--- src/hdl/mep_pkg.sv ---
`timescale 1ns / 1ps

package mep_pkg;

	// Fixed-point format: signed Q4.28
	localparam int unsigned FRAC_W     = 28;
	localparam int unsigned COORD_W    = 10;
	localparam int unsigned ITER_W     = 10;
	localparam int unsigned COLOR_W    = 32;
	localparam int unsigned CFG_IDX_W  = 3;
	localparam int unsigned CFG_DATA_W = 32;

	// Register map
	typedef enum logic [CFG_IDX_W-1:0] {
		REG_PIXEL_STEP     = 3'd0,
		REG_CENTER_RE      = 3'd1,
		REG_CENTER_IM      = 3'd2,
		REG_ESCAPE_LIMIT   = 3'd3,
		REG_MAX_ITERATIONS = 3'd4,
		REG_BASE_COLOR     = 3'd5
	} reg_idx_t;

	typedef struct packed {
		logic [28:0]         pixel_step;
		logic [31:0]         center_re;
		logic [31:0]         center_im;
		logic [31:0]         escape_limit;
		logic [ITER_W-1:0]   max_iterations;
		logic [COLOR_W-1:0]  base_color;
	} cfg_t;

	localparam logic [28:0]        RST_PIXEL_STEP     = 29'd262144;
	localparam logic [31:0]        RST_CENTER_RE      = 32'd0;
	localparam logic [31:0]        RST_CENTER_IM      = 32'd0;
	localparam logic [31:0]        RST_ESCAPE_LIMIT   = 32'h4000_0000;
	localparam logic [ITER_W-1:0]  RST_MAX_ITERATIONS = 10'd256;
	localparam logic [COLOR_W-1:0] RST_BASE_COLOR     = 32'hFF00_0000;

	// Escape color formula terms
	localparam logic [31:0] COL_HI_BASE  = 32'd255;
	localparam logic [31:0] COL_HI_STEP  = 32'd3;
	localparam logic [31:0] COL_MID_BASE = 32'd128;
	localparam logic [31:0] COL_MID_STEP = 32'd15;
	localparam logic [31:0] COL_LO_STEP  = 32'd7;

	// Clamp a wide signed value to the Q4.28 range
	function automatic logic signed [31:0] sat_q428(input logic signed [63:0] v);
		logic signed [63:0] hi;
		logic signed [63:0] lo;
		hi = 64'sh0000_0000_7FFF_FFFF;
		lo = -64'sh0000_0000_8000_0000;
		if (v > hi) begin
			return 32'sh7FFF_FFFF;
		end else if (v < lo) begin
			return -32'sh8000_0000;
		end
		return v[31:0];
	endfunction

endpackage

--- src/hdl/mep_ifs.sv ---
`timescale 1ns / 1ps

// Pixel coordinate channel
interface mep_pix_if;
	import mep_pkg::*;
	logic               valid;
	logic               ready;
	logic [COORD_W-1:0] pixel_x;
	logic [COORD_W-1:0] pixel_y;

	modport source (output valid, pixel_x, pixel_y, input ready);
	modport sink   (input valid, pixel_x, pixel_y, output ready);
endinterface

// Color result channel
interface mep_res_if;
	import mep_pkg::*;
	logic               valid;
	logic               ready;
	logic [COLOR_W-1:0] color;
	logic               escaped;
	logic [ITER_W-1:0]  iteration_count;

	modport source (output valid, color, escaped, iteration_count, input ready);
	modport sink   (input valid, color, escaped, iteration_count, output ready);
endinterface

--- src/hdl/mep_cfg_regs.sv ---
`timescale 1ns / 1ps

module mep_cfg_regs (
	input  logic                           clk,
	input  logic                           arst_n,
	input  logic                           cfg_we,
	input  logic [mep_pkg::CFG_IDX_W-1:0]  cfg_index,
	input  logic [mep_pkg::CFG_DATA_W-1:0] cfg_data,
	output mep_pkg::cfg_t                  cfg
);
	import mep_pkg::*;

	cfg_t cfg_q;

	// Register file, unknown indexes ignored
	always_ff @(posedge clk or negedge arst_n) begin
		if (!arst_n) begin
			cfg_q.pixel_step     <= RST_PIXEL_STEP;
			cfg_q.center_re      <= RST_CENTER_RE;
			cfg_q.center_im      <= RST_CENTER_IM;
			cfg_q.escape_limit   <= RST_ESCAPE_LIMIT;
			cfg_q.max_iterations <= RST_MAX_ITERATIONS;
			cfg_q.base_color     <= RST_BASE_COLOR;
		end else if (cfg_we) begin
			case (cfg_index)
				REG_PIXEL_STEP:     cfg_q.pixel_step     <= cfg_data[28:0];
				REG_CENTER_RE:      cfg_q.center_re      <= cfg_data;
				REG_CENTER_IM:      cfg_q.center_im      <= cfg_data;
				REG_ESCAPE_LIMIT:   cfg_q.escape_limit   <= cfg_data;
				REG_MAX_ITERATIONS: cfg_q.max_iterations <= cfg_data[ITER_W-1:0];
				REG_BASE_COLOR:     cfg_q.base_color     <= cfg_data;
				default: ;
			endcase
		end
	end

	assign cfg = cfg_q;

endmodule

--- src/hdl/mep_mul.sv ---
`timescale 1ns / 1ps

// Shared 32x32 signed multiplier, product registered
module mep_mul (
	input  logic               clk,
	input  logic signed [31:0] a,
	input  logic signed [31:0] b,
	output logic signed [63:0] prod
);
	logic signed [63:0] prod_s1;

	always_ff @(posedge clk) begin
		prod_s1 <= 64'(a) * 64'(b);
	end

	assign prod = prod_s1;

endmodule

--- src/hdl/mep_core.sv ---
`timescale 1ns / 1ps

module mep_core #(
	parameter int IMAGE_WIDTH  = 1024,
	parameter int IMAGE_HEIGHT = 1024
) (
	input  logic          clk,
	input  logic          arst_n,
	input  mep_pkg::cfg_t cfg,
	mep_pix_if.sink       pixel,
	mep_res_if.source     result
);
	import mep_pkg::*;

	localparam logic signed [31:0] HALF_W = 32'(IMAGE_WIDTH / 2);
	localparam logic signed [31:0] HALF_H = 32'(IMAGE_HEIGHT / 2);

	typedef enum logic [3:0] {
		S_IDLE,
		S_CRE,   // issue dx*step
		S_CIM,   // take c_re, issue dy*step
		S_CIMW,  // take c_im, z = c
		S_SQR,   // issue re*re
		S_SQI,   // take re^2, issue im*im
		S_TST,   // take im^2, escape test, issue re*im
		S_UPD,   // take re*im, new z
		S_COL    // color, load output beat
	} state_t;

	state_t state_q;

	logic [COORD_W-1:0] px_q, py_q;
	logic signed [31:0] cre_q, cim_q, re_q, im_q;
	logic signed [63:0] re2_q, diff_q;
	logic [ITER_W-1:0]  cnt_q, n_q;
	logic               esc_q;

	logic               res_valid_q;
	logic [COLOR_W-1:0] color_q;
	logic               escaped_q;
	logic [ITER_W-1:0]  count_q;

	logic signed [31:0] mul_a, mul_b;
	logic signed [63:0] prod;
	logic signed [31:0] dx, dy, step_s;
	logic [63:0]        mag_sum, limit;
	logic               over;
	logic [31:0]        n32, col;

	mep_mul u_mul (
		.clk  (clk),
		.a    (mul_a),
		.b    (mul_b),
		.prod (prod)
	);

	assign dx     = $signed({22'b0, px_q}) - HALF_W;
	assign dy     = $signed({22'b0, py_q}) - HALF_H;
	assign step_s = $signed({3'b0, cfg.pixel_step});

	// Operand select for the shared multiplier
	always_comb begin
		case (state_q)
			S_CRE: begin mul_a = dx;   mul_b = step_s; end
			S_CIM: begin mul_a = dy;   mul_b = step_s; end
			S_SQR: begin mul_a = re_q; mul_b = re_q;   end
			S_SQI: begin mul_a = im_q; mul_b = im_q;   end
			S_TST: begin mul_a = re_q; mul_b = im_q;   end
			default: begin mul_a = '0; mul_b = '0;     end
		endcase
	end

	// |z|^2 against the limit; both squares are non-negative and at most 2^62
	assign mag_sum = $unsigned(re2_q) + $unsigned(prod);
	assign limit   = {4'b0, cfg.escape_limit, 28'b0};
	assign over    = (cnt_q != '0) && (mag_sum > limit);

	// Escape color
	assign n32 = 32'(n_q);
	assign col = cfg.base_color
	           + ((COL_HI_BASE - COL_HI_STEP * n32) << 16)
	           + ((COL_MID_BASE + COL_MID_STEP * n32) << 8)
	           + COL_LO_STEP * n32;

	// Sequencer and datapath registers
	always_ff @(posedge clk or negedge arst_n) begin
		if (!arst_n) begin
			state_q     <= S_IDLE;
			res_valid_q <= 1'b0;
		end else begin
			// the color state reloads the output register itself
			if (result.valid && result.ready && (state_q != S_COL)) begin
				res_valid_q <= 1'b0;
			end
			case (state_q)
				S_IDLE: begin
					if (pixel.valid) begin
						px_q    <= pixel.pixel_x;
						py_q    <= pixel.pixel_y;
						state_q <= S_CRE;
					end
				end
				S_CRE: state_q <= S_CIM;
				S_CIM: begin
					cre_q   <= sat_q428(prod + 64'(signed'(cfg.center_re)));
					state_q <= S_CIMW;
				end
				S_CIMW: begin
					cim_q   <= sat_q428(prod + 64'(signed'(cfg.center_im)));
					re_q    <= cre_q;
					im_q    <= sat_q428(prod + 64'(signed'(cfg.center_im)));
					cnt_q   <= '0;
					state_q <= S_SQR;
				end
				S_SQR: state_q <= S_SQI;
				S_SQI: begin
					re2_q   <= prod;
					state_q <= S_TST;
				end
				S_TST: begin
					diff_q <= re2_q - prod;
					if (over) begin
						esc_q   <= 1'b1;
						n_q     <= cnt_q - ITER_W'(1);
						state_q <= S_COL;
					end else if (cnt_q == cfg.max_iterations) begin
						esc_q   <= 1'b0;
						n_q     <= '0;
						state_q <= S_COL;
					end else begin
						state_q <= S_UPD;
					end
				end
				S_UPD: begin
					re_q    <= sat_q428((diff_q >>> FRAC_W) + 64'(cre_q));
					im_q    <= sat_q428((prod >>> (FRAC_W - 1)) + 64'(cim_q));
					cnt_q   <= cnt_q + ITER_W'(1);
					state_q <= S_SQR;
				end
				S_COL: begin
					if (!res_valid_q || result.ready) begin
						res_valid_q <= 1'b1;
						color_q     <= esc_q ? col : cfg.base_color;
						escaped_q   <= esc_q;
						count_q     <= n_q;
						state_q     <= S_IDLE;
					end
				end
				default: state_q <= S_IDLE;
			endcase
		end
	end

	assign pixel.ready            = (state_q == S_IDLE);
	assign result.valid           = res_valid_q;
	assign result.color           = color_q;
	assign result.escaped         = escaped_q;
	assign result.iteration_count = count_q;

endmodule

--- src/hdl/mandelbrot_escape_pixel_unit.sv ---
`timescale 1ns / 1ps

// Channel   Dir   Beat payload                          Handshake
// pixel     in    pixel_x[9:0], pixel_y[9:0]             valid/ready
// result    out   color[31:0], escaped, iteration_count  valid/ready
// cfg       in    cfg_index[2:0], cfg_data[31:0]         cfg_we, no stall
//
// One pixel at a time through a single shared 32x32 multiplier.
// Each pass is three products plus an update of z; a pixel stops on escape or at max_iterations.
// Reset (arst_n low) clears the sequencer and output valid; config registers take reset values.
// pixel.ready is high only while idle; a finished beat waits in the output register.

module mandelbrot_escape_pixel_unit #(
	parameter int IMAGE_WIDTH  = 1024,
	parameter int IMAGE_HEIGHT = 1024
) (
	input  logic                           clk,
	input  logic                           arst_n,
	mep_pix_if.sink                        pixel,
	mep_res_if.source                      result,
	input  logic                           cfg_we,
	input  logic [mep_pkg::CFG_IDX_W-1:0]  cfg_index,
	input  logic [mep_pkg::CFG_DATA_W-1:0] cfg_data
);
	import mep_pkg::*;

	cfg_t cfg;

	mep_cfg_regs u_cfg (
		.clk       (clk),
		.arst_n    (arst_n),
		.cfg_we    (cfg_we),
		.cfg_index (cfg_index),
		.cfg_data  (cfg_data),
		.cfg       (cfg)
	);

	mep_core #(
		.IMAGE_WIDTH  (IMAGE_WIDTH),
		.IMAGE_HEIGHT (IMAGE_HEIGHT)
	) u_core (
		.clk    (clk),
		.arst_n (arst_n),
		.cfg    (cfg),
		.pixel  (pixel),
		.result (result)
	);

endmodule

--- src/flat_wrapper.sv ---
// flat-port wrapper written by rule: the top's interface ports become plain ports
module mandelbrot_escape_pixel_unit_flat import mep_pkg::*;
#(
	parameter int IMAGE_WIDTH  = 1024,
	parameter int IMAGE_HEIGHT = 1024
)
  (clk, arst_n, cfg_we, cfg_index, cfg_data, pixel_valid, pixel_pixel_x, pixel_pixel_y, pixel_ready, result_valid, result_color, result_escaped, result_iteration_count, result_ready);
  mep_pix_if pixel_i ();
  mep_res_if result_i ();
  input  logic clk;
  input  logic arst_n;
  input  logic cfg_we;
  input  logic [mep_pkg::CFG_IDX_W-1:0] cfg_index;
  input  logic [mep_pkg::CFG_DATA_W-1:0] cfg_data;
  input wire logic [$bits(pixel_i.valid)-1:0] pixel_valid;
  input wire logic [$bits(pixel_i.pixel_x)-1:0] pixel_pixel_x;
  input wire logic [$bits(pixel_i.pixel_y)-1:0] pixel_pixel_y;
  output wire logic [$bits(pixel_i.ready)-1:0] pixel_ready;
  output wire logic [$bits(result_i.valid)-1:0] result_valid;
  output wire logic [$bits(result_i.color)-1:0] result_color;
  output wire logic [$bits(result_i.escaped)-1:0] result_escaped;
  output wire logic [$bits(result_i.iteration_count)-1:0] result_iteration_count;
  input wire logic [$bits(result_i.ready)-1:0] result_ready;
  assign pixel_i.valid = pixel_valid;
  assign pixel_i.pixel_x = pixel_pixel_x;
  assign pixel_i.pixel_y = pixel_pixel_y;
  assign pixel_ready = pixel_i.ready;
  assign result_valid = result_i.valid;
  assign result_color = result_i.color;
  assign result_escaped = result_i.escaped;
  assign result_iteration_count = result_i.iteration_count;
  assign result_i.ready = result_ready;
  mandelbrot_escape_pixel_unit #(.IMAGE_WIDTH(IMAGE_WIDTH), .IMAGE_HEIGHT(IMAGE_HEIGHT)) u_core (.clk(clk), .arst_n(arst_n), .pixel(pixel_i), .result(result_i), .cfg_we(cfg_we), .cfg_index(cfg_index), .cfg_data(cfg_data));
endmodule
--- config.mk ---
export PLATFORM = sky130hd
export DESIGN_NAME = mandelbrot_escape_pixel_unit_flat
export DESIGN_NICKNAME = d
export VERILOG_FILES = /design/src/hdl/mep_pkg.sv /design/src/hdl/mep_ifs.sv /design/src/hdl/mep_cfg_regs.sv /design/src/hdl/mep_mul.sv /design/src/hdl/mep_core.sv /design/src/hdl/mandelbrot_escape_pixel_unit.sv /design/src/flat_wrapper.sv
export SDC_FILE = /design/constraint.sdc
export NUM_CORES = 2
export LEC_CHECK = 0
export BUFFER_PORTS_ARGS = -buffer_cell sky130_fd_sc_hd__buf_2
export CAP_MARGIN = 20
export CORE_MARGIN = 1.5
export CORE_UTILIZATION = 35
export DETAILED_ROUTE_END_ITERATION = 6
export PLACE_DENSITY = 0.47
export SYNTH_ARGS = -nofsm -noshare
export SYNTH_HDL_FRONTEND = slang
export SYNTH_SLANG_ARGS = --single-unit
--- constraint.sdc ---
create_clock -name clk -period 12.45 [get_ports clk]
set_clock_uncertainty 0.1 [all_clocks]
set_input_delay 3.735 -clock clk [delete_from_list [all_inputs] [get_ports clk]]
set_output_delay 3.735 -clock clk [all_outputs]
set_load 0.02 [all_outputs]
; ---- After elaboration in Yosys (flattened, before gate mapping)
; Index checks and enable logic that the tools add are counted.
[word_totals]
regBits = 576
inputBits = 60
out_inout_bits = 45
word_cells = 138
[classes]
n_addsub = 15
n_mul = 4
order_cmp = 9
eq_ne = 17
mux = 41
reduce_logical = 29
[op_table]
columns = operator, count
row1 = $mux W32, 13
row2 = $add A64 B32 Y64, 2
row3 = $gt A64 B32 Y1 const B, 2
row4 = $lt A64 B32 Y1 const B, 2
row5 = $pmux W32 S2, 2
row6 = $pmux W32 S4, 1
row7 = $pmux W32 S3, 1
row8 = $add A64 B64 Y64, 1
row9 = $gt A64 B60 Y1, 1
row10 = $mul A32 B32 Y64, 1
row11 = $sub A64 B64 Y64, 1
row12 = $add A37 B32 Y38, 1
row13 = $gt A38 B32 Y1 const B, 1
row14 = $lt A38 B32 Y1 const B, 1
row15 = $add A36 B32 Y37, 1
row16 = $gt A37 B32 Y1 const B, 1
row17 = $lt A37 B32 Y1 const B, 1
row18 = $add A32 B13 Y32, 1
row19 = $add A32 B23 Y32, 1
row20 = $add A32 B32 Y32, 1
row21 = $pmux W4 S8, 1
row22 = $reduce_and A2 Y1, 12
row23 = $sub A10 B10 Y11 const B, 2
row24 = $mux W10, 2
row25 = other kinds (29), 62

; ---- Longest topological paths before layout
[depth]
ltp_word = 7
mapped_depth = 40
mapped_depth_nobuf = 36

; ---- Hierarchy
; From an unflattened synthesis, not the netlist that was laid out.
[hier_totals]
hier_cells = 8530
hier_area_um2 = 79949.2
[modules_own_cells]
columns = module, n_inst, cells_per_inst, area_each_um2, seq_area_each_um2
row1 = mep_mul, 1, 3951, 37701.2, 1281.2
row2 = mep_core, 1, 4221, 35975.8, 9494.1
row3 = mep_cfg_regs, 1, 358, 6272.3, 4192.8

; ---- Worst setup path before layout
; OpenSTA, ideal clock, no wires.
[synth_timing]
path_type = input to register
start = input port arst_n
end = register u_core.u_core.cim_q[0], enable pin
setup_time_ps = 424
arrival_ps = 10840
required_time_ps = 11926
path_slack_ps = 1086
cell_stages = 2
n_path_buf = 0
cell_sequence = nor3b_1 nor2b_1
[synth_via]
elab_chain_cells = 1
[synth_rtl]
columns = element, line
row1 = start: declaration, flat_wrapper.sv:11  ; input logic arst_n;
row2 = $reduce_and A2 Y1 (no line), -
row3 = end signal: assignment, mep_core.sv:109  ; cim_q <= sat_q428(prod + 64'(signed'(cfg.center_im)));
row4 = end: declaration, mep_core.sv:33  ; logic signed [31:0] cre_q, cim_q, re_q, im_q;
; Every way passes these cells.
; A chain may end at the register's enable or synchronous reset.

; ---- Worst setup path in the final report
[layout_timing]
start = register u_core.u_core.state_q[3]
end = register u_core.u_core.u_mul.prod_s1[59], in the netlist u_core.u_core.u_mul.prod[59]
[layout_via]
elab_chain_cells = 4
elab_cells_between_ends = 11
classes_between = mul (1) / eq/ne (5) / mux (2) / reduce/logical (3)
[layout_rtl]
columns = element, line
row1 = start: declaration, mep_core.sv:30  ; state_t state_q;
row2 = start signal: assignment, mep_core.sv:88  ; state_q <= S_IDLE;
row3 = start signal: assignment, mep_core.sv:100  ; state_q <= S_CRE;
row4 = start signal: assignment, mep_core.sv:103  ; S_CRE: state_q <= S_CIM;
row5 = $eq A4 B3 Y1 (tied with other cells), mep_core.sv:63  ; case (state_q)
row6 = $reduce_or A2 Y1 (no line), -
row7 = $pmux W32 S4 or $pmux W32 S3 (tied branches), mep_core.sv:63
row8 = $mul A32 B32 Y64 (*), mep_mul.sv:13  ; prod_s1 <= 64'(a) * 64'(b);
row9 = end signal: assignment, mep_mul.sv:13
row10 = end: declaration, mep_mul.sv:10  ; logic signed [63:0] prod_s1;
; Mark *: on every way between the ends. The rest lies on a longest branch, timed or not.

==> load_flow_metrics.sql <==
INSERT INTO impl_metrics (metric_group, metric, value, unit) VALUES
('run_status', 'result_of_the_run', 'finished with violations', ''),
('run_status', 'violated_checks', 'design-rule violations', ''),
('finish', 'drive_above_1_share', '9.07', '%'),
('global_routing', 'remaining_global_route_overflow', '0', ''),
('sta', 'maxSlewViolCount', '0', ''),
('finish', 'layout.core_utilization', '38.4', '%'),
('hold_path', 'holdCritPathClass', 'register to register', ''),
('clocking', 'cts.path.max_buffers', '3', ''),
('setup_path', 'cp-end-kind', 'register', ''),
('die', 'floorplan_die_height', '475', 'um'),
('yosys', 'syn_area_per_cell', '9.35', 'um^2'),
('global_routing', 'grt.total_usage', '25.6', '%'),
('setup_path', 'startpoint_type', 'register', ''),
('finish', 'ff_latch_area', '0.0150', 'mm^2'),
('setup_path', 'timing_worst_setup_path_type', 'register to register', ''),
('global_routing', 'groute.layer.met2.usage', '41.2', '%'),
('detailed_routing', 'routed_via_density', '5.41', ''),
('clocking', 'clock_insertion_delay_worst_skew', '690', 'ps'),
('setup_path', 'critical_path_peak_fanout', '33', ''),
('yosys', 'number_of_synthesized_flops_with_an_enable_pin', '312', ''),
('global_routing', 'maximum_number_of_pins_on_one_net_before_global_route_repair', '57', ''),
('finish', 'area_delta_synth_final', '9.21', '%'),
('sta', 'timing.setup.tns', '0', 'ps'),
('clocking', 'cts_hold_buf', '0', ''),
('finish', 'fillerInstances', '22400', ''),
('yosys', 'netlist.top_cell.by_area', 'fa_1', ''),
('place', 'dp_cells', '11300', ''),
('sta', 'fin_crit_sh', '93.3', '%'),
('flow_run', 'drv.max_cap_violation_count', '0', ''),
('setup_path', 'critPathRequiredTime', '12940', 'ps'),
('place', 'gpl.final_weighted_congestion', '0.957', ''),
('place', 'post-dp-hpwl', '234', 'mm'),
('yosys', 'syn-num-nets', '10200', ''),
('clocking', 'clock_tree.htree_level_count', '3', ''),
('detailed_routing', 'drc', '5', ''),
('sta', 'report.final.hold_viol_count', '0', ''),
('finish', 'area_of_combinational_cells_with_multiple_inputs', '0.0572', 'mm^2'),
('place', 'detailedPlace.worstSlack', '934', 'ps'),
('detailed_routing', 'drtPass1Iterations', '7', ''),
('yosys', 'synth.top_cell.area_share', '28.9', '%'),
('clocking', 'cts-resized-gates', '0', ''),
('clocking', 'cts-buffers-inserted', '67', ''),
('finish', 'num-nets-final', '10200', ''),
('setup_path', 'worstPathArrival', '12110', 'ps'),
('setup_path', 'worst_path_most_repeated_cell', 'fa_1', ''),
('clocking', 'reg_clk_slew_reported_paths', '60', 'ps'),
('detailed_routing', 'routed_wire_length_per_instance', '25.2', 'um'),
('detailed_routing', 'drt-initial-drc-count', '5170', ''),
('place', 'port-buffer-count', '104', ''),
('global_routing', 'grt_pass1_wl', '425', 'mm'),
('detailed_routing', 'totalWireLength', '287', 'mm'),
('die', 'rows', '173', ''),
('global_routing', 'grt_util_met1', '35.3', '%'),
('detailed_routing', 'final_antenna_net_count', '0', ''),
('finish', 'layout.cells.most_common_list', 'inv_1, fa_1, nand2_1, nor2_1, ha_1', ''),
('sta', 'max_slew_margin', '23.2', '%'),
('yosys', 'synthTopCellsByArea', 'fa_1, edfxtp_1, ha_1', ''),
('finish', 'layout.cells.most_common', 'inv_1', ''),
('yosys', 'synth-warning-count', '0', ''),
('setup_path', 'delay_heaviest_family_cp', 'compound AO/OA/AOI/OAI gates', ''),
('yosys', 'postSynth.topFlopCell', 'edfxtp_1', ''),
('die', 'fp.dieW', '475', 'um'),
('clocking', 'tritoncts', 'yes', ''),
('clocking', 'post-cts-setup-buffers', '0', ''),
('setup_path', 'timing.critical_path.slowest_stage_cell', 'nor2_4', ''),
('sta', 'unrepaired_setup_endpoints_after_global_routing', 'false', ''),
('sta', 'minimum_period_implied_by_the_final_worst_setup_slack', '11610', 'ps'),
('clocking', 'tritoncts_num_sinks', '548', ''),
('yosys', 'synth-async-reset-ratio', '31.4', '%'),
('global_routing', 'gr-max-usage-layer', 'met2', ''),
('detailed_routing', 'total_via_count_in_the_routed_design', '61600', '');
## cell families (layout without fill, tap and decap cells)
family | after synthesis | count (layout) | synth area share, %
muxes | 211 | 211 | 3.02
and+or+nand+nor | 2295 | 2295 | 13.1
AOI/OAI and AO/OA | 1518 | 1518 | 13.2
buffers and inverters | 1619 | 1682 | 7.85
xor gates and xnor gates | 356 | 356 | 4.00
other | 0 | 6 | 0
adders and majority gates | 1794 | 1794 | 39.6
DFF | 548 | 548 | 19.2
## cells in the mapped netlist (14+ instances only)
master / n
xor2_1: 101
o21a_1: 53
clkbuf_1: 338
and3_1: 40
a311oi_1: 32
nor2_1: 803
o21ai_0: 230
a21o_1: 177
a31o_2: 14
nand2b_1: 98
fa_1: 1127
xnor2_1: 255
dfrtp_1: 161
a31oi_1: 34
o211ai_1: 28
a211oi_1: 47
mux2_2: 197
nand3_1: 97
or2_2: 19
dfxtp_1: 64
a22oi_2: 30
ha_1: 667
nor3b_1: 21
and2_1: 45
nor3_1: 79
o21ai_1: 40
nand4_1: 78
o31ai_1: 30
nor2b_1: 54
nand2_1: 838
a221oi_1: 42
or3_1: 22
inv_1: 1253
a21oi_1: 418
a2111oi_0: 28
a22oi_1: 50
buf_2: 14
edfxtp_1: 312
a221o_1: 31
o21bai_1: 77
mux2i_1: 14
nor4_1: 36
or4_1: 16
## worst register-to-register path, delay by kind of cell (launching register included)
kind            cells  cell delay, ps
xor+xnor            1             150
buf+inv             4             390
fa+ha+maj           9            3910
compound gates     13            3990
simple gates        5            2470
flops               1             520
## layout make-up
cell class / instances / area share, %
diodes: 6 / 0.0176
clock buffers: 88 / 2.23
clock inverters: 35 / 0.655
inverters: 1254 / 5.53
multi-input cells: 6174 / 67.1
flip-flops and latches: 548 / 17.6
well taps: 2975 / 4.37
repair buffers: 305 / 2.47
## layer usage
metal	vias to the layer above	share of wire (%)
met5	-	0.040
met4	6	3.7
met3	411	6.2
met2	2003	46
met1	31500	44
li1	27700	-
## path summary, 6_finish.rpt
kind,from,end,slack (ps),cells after the start
min in group asynchronous,arst_n,u_core.u_cfg.cfg[110]$_DFFE_PN0P_,2900,1
min reg2reg,u_core.u_cfg.cfg[43]$_DFFE_PN0P_,u_core.u_cfg.cfg[43]$_DFFE_PN0P_,400,1
max,u_core.u_core.state_q[3]$_DFFE_PN0P_,u_core.u_core.u_mul.prod[59]$_DFF_P_,840,32
max reg2reg,u_core.u_core.state_q[3]$_DFFE_PN0P_,u_core.u_core.u_mul.prod[59]$_DFF_P_,840,32
min,u_core.u_cfg.cfg[43]$_DFFE_PN0P_,u_core.u_cfg.cfg[43]$_DFFE_PN0P_,400,1
max in group asynchronous,arst_n,u_core.u_cfg.cfg[63]$_DFFE_PN0P_,7590,3
## sequential cells by signal, summed over array words and instances (netlist names)
register / flops
u_core.u_core.diff_q: 36
u_core.u_core.cim_q: 32
u_core.u_core.result.escaped: 1
u_core.u_core.u_mul.prod: 64
u_core.u_core.n_q: 10
u_core.u_core.result.valid: 1
u_core.u_core.py_q: 10
u_core.u_core.state_q: 4
u_core.u_core.re_q: 32
u_core.u_core.esc_q: 1
u_core.u_core.result.color: 32
u_core.u_core.cnt_q: 10
u_core.u_cfg.cfg: 167
u_core.u_core.im_q: 32
u_core.u_core.px_q: 10
u_core.u_core.result.iteration_count: 10
u_core.u_core.re2_q: 64
u_core.u_core.cre_q: 32
## metrics by stage
step	cell area [um^2]	hold WS [ps]
after floorplan	78000	370
after global placement	82600	388
after detailed placement	82600	393
after CTS	85100	406
after global routing	85100	415
final	85100	403
Power is not shown: default switching activity piles up to over one toggle a cycle in this logic, so the estimate is an artifact.
